## src/rtl/dbst_pkg.sv

```systemverilog
// shared types, constants and the control word merge for the breakpoint slot table
package dbst_pkg;

  localparam int SLOT_COUNT_DEF = 4;
  localparam int SLOT_W = 2;
  localparam int ID_W = 32;
  localparam int ADDR_W = 64;
  localparam int CTRL_W = 64;
  localparam int KIND_W = 2;
  localparam int LEN_W = 2;
  localparam int OP_W = 3;

  // layout of the debug control word
  localparam int CTRL_EN_STRIDE = 2;
  localparam int CTRL_KIND_BASE = 16;
  localparam int CTRL_LEN_BASE = 18;
  localparam int CTRL_FIELD_STRIDE = 4;

  typedef enum logic [OP_W-1:0] {
    OP_ADD        = 3'd0,
    OP_REMOVE     = 3'd1,
    OP_REMOVE_ALL = 3'd2,
    OP_FIND_SLOT  = 3'd3,
    OP_FIND_ID    = 3'd4,
    OP_FIND_ADDR  = 3'd5,
    OP_APPLY      = 3'd6,
    OP_NOP        = 3'd7
  } op_t;

  typedef struct packed {
    logic              free_hit;
    logic [SLOT_W-1:0] free_slot;
    logic              id_hit;
    logic [SLOT_W-1:0] id_slot;
    logic              addr_hit;
    logic [SLOT_W-1:0] addr_slot;
  } match_t;

  // set local enable, kind and length fields of one slot
  function automatic logic [CTRL_W-1:0] merge_ctrl(
    input logic [CTRL_W-1:0] ctrl,
    input logic [SLOT_W-1:0] slot,
    input logic [KIND_W-1:0] kind,
    input logic [LEN_W-1:0]  len
  );
    logic [CTRL_W-1:0] w;
    int                s;
    w = ctrl;
    s = int'(slot);
    w[s * CTRL_EN_STRIDE] = 1'b1;
    w[CTRL_KIND_BASE + s * CTRL_FIELD_STRIDE +: KIND_W] = kind;
    w[CTRL_LEN_BASE + s * CTRL_FIELD_STRIDE +: LEN_W] = len;
    return w;
  endfunction

endpackage

```

## src/rtl/dbst_match.sv

```systemverilog
// parallel compare and lowest-slot priority encode over the slot table
module dbst_match #(
  parameter int SLOT_COUNT = dbst_pkg::SLOT_COUNT_DEF
) (
  input  logic                      used [SLOT_COUNT],
  input  logic [dbst_pkg::ID_W-1:0]   idents [SLOT_COUNT],
  input  logic [dbst_pkg::ADDR_W-1:0] addrs [SLOT_COUNT],
  input  logic [dbst_pkg::ID_W-1:0]   ident,
  input  logic [dbst_pkg::ADDR_W-1:0] address,
  output dbst_pkg::match_t          match
);
  import dbst_pkg::*;

  // walk downward so the lowest slot wins
  always_comb begin
    match = '0;
    for (int s = SLOT_COUNT - 1; s >= 0; s--) begin
      if (!used[s]) begin
        match.free_hit  = 1'b1;
        match.free_slot = SLOT_W'(s);
      end
      if (used[s] && idents[s] == ident) begin
        match.id_hit  = 1'b1;
        match.id_slot = SLOT_W'(s);
      end
      if (used[s] && addrs[s] == address) begin
        match.addr_hit  = 1'b1;
        match.addr_slot = SLOT_W'(s);
      end
    end
  end

endmodule

```

## src/rtl/debug_breakpoint_slot_table.sv

```systemverilog
// top level of the hardware breakpoint slot table
//
// Requests enter on start while busy is low; one request is taken per cycle.
// Add, remove, remove all and the three lookups give one result on the
// cycle after the request, with last set. Apply gives SLOT_COUNT results,
// one a cycle, lowest slot first, the first one on the cycle after the
// request; busy stays high until the last of the SLOT_COUNT results is
// shown, so no request is taken meanwhile; other requests leave busy low.
// The apply sequencer (slot counter and running control word) drives busy.
// Each result is shown for one cycle with done high; the receiver cannot
// stall, so results are never held. Slot compares and the priority encode
// of the lowest free or matching slot finish in the request cycle.
// Synchronous reset empties every slot, sets the next identifier to one
// and drops done and busy; the table is usable in the cycle after reset.
module debug_breakpoint_slot_table #(
  parameter int SLOT_COUNT = dbst_pkg::SLOT_COUNT_DEF
) (
  input  logic                          clk,
  input  logic                          rst,
  input  logic                          start,
  output logic                          busy,
  input  logic [dbst_pkg::OP_W-1:0]     operation,
  input  logic [dbst_pkg::ADDR_W-1:0]   address,
  input  logic [dbst_pkg::KIND_W-1:0]   kind,
  input  logic [dbst_pkg::LEN_W-1:0]    length_code,
  input  logic [dbst_pkg::ID_W-1:0]     ident,
  input  logic [dbst_pkg::SLOT_W-1:0]   slot_index,
  input  logic [dbst_pkg::CTRL_W-1:0]   context_control,
  output logic                          done,
  output logic                          ok,
  output logic [dbst_pkg::ID_W-1:0]     result_ident,
  output logic [dbst_pkg::ADDR_W-1:0]   result_address,
  output logic [dbst_pkg::KIND_W-1:0]   result_kind,
  output logic [dbst_pkg::LEN_W-1:0]    result_length,
  output logic [dbst_pkg::SLOT_W-1:0]   result_slot,
  output logic                          write_address,
  output logic [dbst_pkg::CTRL_W-1:0]   control_word,
  output logic                          last
);
  import dbst_pkg::*;

  localparam int IDX_W = (SLOT_COUNT > 1) ? $clog2(SLOT_COUNT) : 1;

  logic              slot_used [SLOT_COUNT];
  logic [ID_W-1:0]   slot_ident [SLOT_COUNT];
  logic [ADDR_W-1:0] slot_address [SLOT_COUNT];
  logic [KIND_W-1:0] slot_kind [SLOT_COUNT];
  logic [LEN_W-1:0]  slot_length [SLOT_COUNT];
  logic [ID_W-1:0]   next_ident;

  logic              slot_used_next [SLOT_COUNT];
  logic [ID_W-1:0]   next_ident_next;
  logic              wr_en;
  logic [SLOT_W-1:0] wr_slot;

  logic              apply_active;
  logic [IDX_W-1:0]  apply_slot;
  logic [CTRL_W-1:0] apply_ctrl;

  match_t            match;
  logic              accept;
  op_t               op;

  // selected entry for results
  logic              sel_hit;
  logic [SLOT_W-1:0] sel_slot;
  logic              sel_used;
  logic [ID_W-1:0]   sel_ident;
  logic [ADDR_W-1:0] sel_addr;
  logic [KIND_W-1:0] sel_kind;
  logic [LEN_W-1:0]  sel_len;

  // next result
  logic              ok_next;
  logic [ID_W-1:0]   ident_next;
  logic [ADDR_W-1:0] addr_next;
  logic [KIND_W-1:0] kind_next;
  logic [LEN_W-1:0]  len_next;
  logic [SLOT_W-1:0] slot_next;
  logic              waddr_next;
  logic [CTRL_W-1:0] ctrl_next;
  logic              last_next;
  logic [CTRL_W-1:0] ctrl_in;

  dbst_match #(
    .SLOT_COUNT (SLOT_COUNT)
  ) u_match (
    .used    (slot_used),
    .idents  (slot_ident),
    .addrs   (slot_address),
    .ident   (ident),
    .address (address),
    .match   (match)
  );

  assign busy   = apply_active;
  assign accept = start && !busy;
  assign op     = op_t'(operation);

  // which slot the result reads from
  always_comb begin
    sel_hit  = 1'b0;
    sel_slot = '0;
    if (apply_active) begin
      sel_hit  = 1'b1;
      sel_slot = SLOT_W'(apply_slot);
    end else begin
      unique case (op)
        OP_FIND_SLOT: begin
          sel_hit  = 1'b1;
          sel_slot = slot_index;
        end
        OP_FIND_ID: begin
          sel_hit  = match.id_hit;
          sel_slot = match.id_slot;
        end
        OP_FIND_ADDR: begin
          sel_hit  = match.addr_hit;
          sel_slot = match.addr_slot;
        end
        OP_APPLY: begin
          sel_hit  = 1'b1;
          sel_slot = '0;
        end
        default: begin
          sel_hit  = 1'b0;
          sel_slot = '0;
        end
      endcase
    end
  end

  // slot index beyond the table reads as unused
  always_comb begin
    sel_used  = 1'b0;
    sel_ident = '0;
    sel_addr  = '0;
    sel_kind  = '0;
    sel_len   = '0;
    for (int s = 0; s < SLOT_COUNT; s++) begin
      if (sel_slot == SLOT_W'(s)) begin
        sel_used  = slot_used[s];
        sel_ident = slot_ident[s];
        sel_addr  = slot_address[s];
        sel_kind  = slot_kind[s];
        sel_len   = slot_length[s];
      end
    end
  end

  always_comb begin
    ok_next         = 1'b0;
    ident_next      = '0;
    addr_next       = '0;
    kind_next       = '0;
    len_next        = '0;
    slot_next       = '0;
    waddr_next      = 1'b0;
    ctrl_next       = '0;
    last_next       = 1'b1;
    next_ident_next = next_ident;
    wr_en           = 1'b0;
    wr_slot         = match.free_slot;
    ctrl_in         = apply_active ? apply_ctrl : context_control;
    for (int s = 0; s < SLOT_COUNT; s++) begin
      slot_used_next[s] = slot_used[s];
    end

    if (apply_active || op == OP_APPLY) begin
      slot_next = sel_slot;
      ctrl_next = ctrl_in;
      last_next = (sel_slot == SLOT_W'(SLOT_COUNT - 1));
      if (sel_used) begin
        ok_next    = 1'b1;
        ident_next = sel_ident;
        addr_next  = sel_addr;
        kind_next  = sel_kind;
        len_next   = sel_len;
        waddr_next = 1'b1;
        ctrl_next  = merge_ctrl(ctrl_in, sel_slot, sel_kind, sel_len);
      end
    end else begin
      unique case (op)
        OP_ADD: begin
          if (match.free_hit) begin
            wr_en      = 1'b1;
            ok_next    = 1'b1;
            ident_next = next_ident;
            addr_next  = address;
            kind_next  = kind;
            len_next   = length_code;
            slot_next  = match.free_slot;
            // zero is never handed out
            next_ident_next = (next_ident == '1) ? ID_W'(1) : next_ident + ID_W'(1);
            for (int s = 0; s < SLOT_COUNT; s++) begin
              if (match.free_slot == SLOT_W'(s)) slot_used_next[s] = 1'b1;
            end
          end
        end
        OP_REMOVE: begin
          if (match.id_hit) begin
            ok_next    = 1'b1;
            ident_next = ident;
            slot_next  = match.id_slot;
            for (int s = 0; s < SLOT_COUNT; s++) begin
              if (match.id_slot == SLOT_W'(s)) slot_used_next[s] = 1'b0;
            end
          end
        end
        OP_REMOVE_ALL: begin
          ok_next = 1'b1;
          for (int s = 0; s < SLOT_COUNT; s++) begin
            slot_used_next[s] = 1'b0;
          end
        end
        OP_FIND_SLOT, OP_FIND_ID, OP_FIND_ADDR: begin
          if (sel_hit && sel_used) begin
            ok_next    = 1'b1;
            ident_next = sel_ident;
            addr_next  = sel_addr;
            kind_next  = sel_kind;
            len_next   = sel_len;
            slot_next  = sel_slot;
          end
        end
        default: begin
          ok_next = 1'b0;
        end
      endcase
    end
  end

  always_ff @(posedge clk) begin
    if (rst) begin
      done         <= 1'b0;
      apply_active <= 1'b0;
      apply_slot   <= '0;
      next_ident   <= ID_W'(1);
      for (int s = 0; s < SLOT_COUNT; s++) begin
        slot_used[s] <= 1'b0;
      end
    end else begin
      done <= accept || apply_active;
      if (accept || apply_active) begin
        ok             <= ok_next;
        result_ident   <= ident_next;
        result_address <= addr_next;
        result_kind    <= kind_next;
        result_length  <= len_next;
        result_slot    <= slot_next;
        write_address  <= waddr_next;
        control_word   <= ctrl_next;
        last           <= last_next;
      end
      if (accept) begin
        next_ident <= next_ident_next;
        for (int s = 0; s < SLOT_COUNT; s++) begin
          slot_used[s] <= slot_used_next[s];
        end
      end
      // apply sequencer: slot 0 goes out with the request, the rest follow
      if (accept && op == OP_APPLY) begin
        apply_active <= (SLOT_COUNT > 1);
        apply_slot   <= IDX_W'(1);
        apply_ctrl   <= ctrl_next;
      end else if (apply_active) begin
        apply_ctrl <= ctrl_next;
        apply_slot <= apply_slot + IDX_W'(1);
        if (last_next) apply_active <= 1'b0;
      end
    end
  end

  // payload stores only change on add; stale fields sit behind slot_used
  always_ff @(posedge clk) begin
    if (accept && wr_en) begin
      for (int s = 0; s < SLOT_COUNT; s++) begin
        if (wr_slot == SLOT_W'(s)) begin
          slot_ident[s]   <= next_ident;
          slot_address[s] <= address;
          slot_kind[s]    <= kind;
          slot_length[s]  <= length_code;
        end
      end
    end
  end

endmodule

```

## config.mk

```make
export PLATFORM = sky130hd
export DESIGN_NAME = debug_breakpoint_slot_table
export DESIGN_NICKNAME = d
export VERILOG_FILES = /design/src/rtl/dbst_pkg.sv /design/src/rtl/dbst_match.sv /design/src/rtl/debug_breakpoint_slot_table.sv
export SDC_FILE = /design/constraint.sdc
export NUM_CORES = 1
export LEC_CHECK = 0
export ABC_AREA = 1
export BUFFER_PORTS_ARGS = -buffer_cell sky130_fd_sc_hd__clkbuf_2
export CAP_MARGIN = 10
export CORE_MARGIN = 4
export CORE_UTILIZATION = 60
export CTS_BUF_LIST = sky130_fd_sc_hd__clkbuf_8
export DETAILED_ROUTE_END_ITERATION = 16
export PLACE_DENSITY = 0.81
export RECOVER_POWER = 100
export SYNTH_ARGS = -nofsm -noshare
export SYNTH_HDL_FRONTEND = slang
export SYNTH_HIERARCHICAL = 1
export SYNTH_SLANG_ARGS = --single-unit
```

## constraint.sdc

```tcl
create_clock -name clk -period 17.5 [get_ports clk]
set_input_delay 3.5 -clock clk [delete_from_list [all_inputs] [get_ports clk]]
set_output_delay 3.5 -clock clk [all_outputs]
set_load 0.01 [all_outputs]
```

==> flow_metrics.py <==
metrics = {
    "run_status": {
        "run_status": "finished, violations left",
        "violations": "capacitance limit, slew limit",
    },
    "critical_path": {
        "path_class": "in2reg",
        "cp-end-kind": "flip-flop",
        "crit_chain": "clkbuf_1, inv_1, nand2_1, nor2_1, nand2_1, clkbuf_1, nor2_1, clkbuf_1, clkbuf_1",
        "max_stage_delay_ns": 2.58,
        "arrival_ns": 13.07,
        "slowest_stage": "nor2_1",
        "cpMostUsedCell": "clkbuf_1",
        "worstPathMaxFanout": 44,
        "worstSetupStartpointType": "input port",
        "worstPathRequired_ns": 17.77,
        "critical_path_buf_inv_count": 5,
        "critPathTopFamily": "buffers and inverters",
    },
    "synth": {
        "yosysTopAreaCell": "edfxtp_1",
        "syn_inst": 3432,
        "yosysSeqAreaShare": 0.5983,
        "synth_nets": 3612,
        "ys_ff_latch": 673,
        "synth_area_leaders": "edfxtp_1 57%, nand2_1 10%, o21ai_0 4.4%, nor2_1 3.5%, inv_1 2.9%",
        "ys_types": 50,
        "async_flop_share": 0,
        "yosys.area.top_type_share": 0.5741,
        "syn_area_per_cell_sq_um": 9.647,
        "syn-cell-area_sq_mm": 0.03311,
        "yosysWarnings": 6,
        "yosys.cell_count.top_type": "nand2_1",
        "synthTopCellsByCount": "902 x nand2_1, 633 x edfxtp_1, 307 x nor2_1",
        "synth-edff-count": 633,
        "ys.flop_type": "edfxtp_1",
    },
    "floorplanning": {
        "core_area_sq_mm": 0.05424,
        "die_x_um": 242.9,
        "pin_count": 343,
        "rows": 85,
        "fp.dieArea_sq_mm": 0.05901,
        "initial_core_util": 0.6104,
        "die_y_um": 242.9,
    },
    "power": {
        "p_int_mw": 2.524,
        "power.switching_mw": 0.8919,
        "clkPwrFrac": 0.376,
        "p_leak_nw": 13.94,
        "p_comb_frac": 0.090,
        "pwr-share-seq": 0.534,
        "max-vdd-ir-drop_mv": 0.07026,
        "power-per-cell-area_mw_per_mm2": 92.35,
        "p_sw_frac": 0.2611,
    },
    "final_layout": {
        "seqCellArea_sq_mm": 0.01981,
        "drive_above_1_share": 0.08256,
        "fillers": 4414,
        "multi_input_area_sq_mm": 0.01157,
        "nets": 3955,
        "synthToLayoutAreaGrowth_pct": 11.71,
        "final_cells": 4565,
        "fin_util": 0.6819,
    },
    "global_routing": {
        "grtUsageTotal": 0.3764,
        "grt_pass1_vias": 25950,
        "grt_first_pass_wirelength_mm": 167.5,
        "grt.overflow.total": 0,
        "grt_max_degree": 120,
        "antenna_found_initial": 9,
    },
    "clock_network": {
        "cts_hold_buf": 0,
        "clk_latency_ns": 0.73,
        "post_cts_resized": 0,
        "path_clk_slew_ns": 0.06,
        "cts_htree_levels": 3,
        "cts_buffers": 108,
        "cts_setup_buffers": 0,
        "clockRootBuffer": "clkbuf_8",
        "cts.path.max_buffers": 3,
        "cts_tree": "built",
        "cts.sinks": 673,
    },
    "detailed_routing": {
        "drc": 0,
        "post_drt_wl_per_cell_um": 25.23,
        "route.vias.total": 28633,
        "drt_pass1_iterations": 8,
        "wl_mm": 115.2,
        "via_per_inst": 6.272,
        "drt_iter0_markers": 4489,
        "ant_nets": 0,
    },
    "timing": {
        "drv_slew": 1069,
        "fmax_mhz": 78.09,
        "tns_ns": 0,
        "setup_viol": 0,
        "hold_viol": 0,
        "post-route-period-util": 0.7318,
        "slew_headroom": -2.243,
        "worst_slew_pin_slew_ns": 4.865,
        "skew_ns": 0.03309,
        "grt_setup_unrepaired": "no",
        "min_period_ns": 12.81,
    },
    "placed_design": {
        "place_inst": 4361,
        "dpl.hpwl_mm": 81.32,
        "gp_congestion": 1.080,
        "portBuffers": 342,
    },
    "run": {
        "cap_violations": 21,
    },
    "worst_hold_path": {
        "hp-class": "reg2reg",
    },
}
registers in the layout, summed over array words and instances, names as in the netlist, 4 cells and up:
signal	flops
apply_ctrl	64
control_word	64
next_ident	32
result_address	64
result_ident	32
slot_address	256
slot_ident	128
slot_kind	8
slot_length	8
slot_used	4
logic make-up (layout without fill, tap and decap cells):
kind of cell	after synthesis	after routing	synth area share
compound gates	700	700	0.1271
xor+xnor	138	138	0.03651
fa+ha+maj	8	8	0.003023
buf+inv	444	876	0.05306
flops	673	673	0.5983
mux	9	9	0.002721
other cells	0	5	0
simple gates	1460	1460	0.1793
power groups by stage:
stage	clock [mW]	combinational (mW)	sequential, mW
3_5_place_dp	0	0.303	1.85
5_1_grt	1.37	0.327	1.82
2_1_floorplan	0	0.152	1.86
3_3_place_gp	0	0.300	1.85
6_report	1.29	0.307	1.82
4_1_cts	1.30	0.305	1.82
cell usage in the layout, fill, tap and decap left out, types with 50 or more instances in the layout:
cell / synthesis / layout
nand2_1: 902 / 904
edfxtp_1: 633 / 633
nor2_1: 307 / 308
o21ai_0: 293 / 295
inv_1: 252 / 294
clkbuf_1: 85 / 257
nand3_1: 146 / 147
a22oi_1: 120 / 120
clkbuf_8: 0 / 111
o211ai_1: 104 / 104
clkbuf_2: 0 / 103
xnor2_1: 88 / 88
a21oi_1: 69 / 68
o22ai_1: 56 / 56
xor2_1: 50 / 50
layout make-up:
cell class	count	area share
diodes	5	0.0003383
clock buffers	111	0.04131
well taps	696	0.02355
clock inverters	88	0.01313
inverters	306	0.03109
flip-flops and latches	673	0.5356
multi-input cells	2315	0.3127
repair buffers	371	0.04225
worst register-to-register path: stages (launching register included):
cell,delay [ns]
dfxtp_1,0.42
nand2_1,0.10
inv_1,0.06
nand3_1,0.06
inv_1,0.05
nor2_1,1.66
nand2_1,0.12
clkbuf_1,0.70
nor2_1,2.58
clkbuf_1,1.62
clkbuf_1,2.23
per-stage QoR:
step / setup slack (ns) / cell area (sq um) / power (mW) / hold slack, ns
2_1_floorplan: 4.711 / 33110 / 2.014 / 0.4844
3_5_place_dp: 8.248 / 35390 / 2.154 / 0.5126
5_1_grt: 4.248 / 36980 / 3.520 / 0.5917
4_1_cts: 9.029 / 37410 / 3.419 / 0.5209
6_report: 4.694 / 36990 / 3.416 / 0.5164
3_3_place_gp: 8.331 / 35390 / 2.151 / 0.4937
routing by layer:
layer | part of all wire | vias to the layer above | global-route usage | wire length (um)
li1 | - | 12603 | - | -
met1 | 0.39 | 13510 | 0.5580 | 44640
met3 | 0.15 | 257 | 0.09668 | 16890
met5 | 0.00030 | - | 0 | 34
met4 | 0.033 | 4 | 0.1125 | 3853
met2 | 0.43 | 2259 | 0.5529 | 49760
worst paths after layout:
check                                     to                        from  slack (ns)  cells past startpoint
hold reg to reg   apply_slot[0]$_SDFFE_PP0N_  apply_slot[0]$_SDFFE_PP0N_        0.52                      2
setup / recovery  slot_address[19]$_DFFE_PP_                operation[2]        4.69                      9
setup reg to reg  slot_address[19]$_DFFE_PP_   slot_used[1]$_SDFFE_PP0P_        7.42                     10
hold / removal    apply_slot[0]$_SDFFE_PP0N_  apply_slot[0]$_SDFFE_PP0N_        0.52                      2
Note: power is estimated with default switching activity, not from simulation.
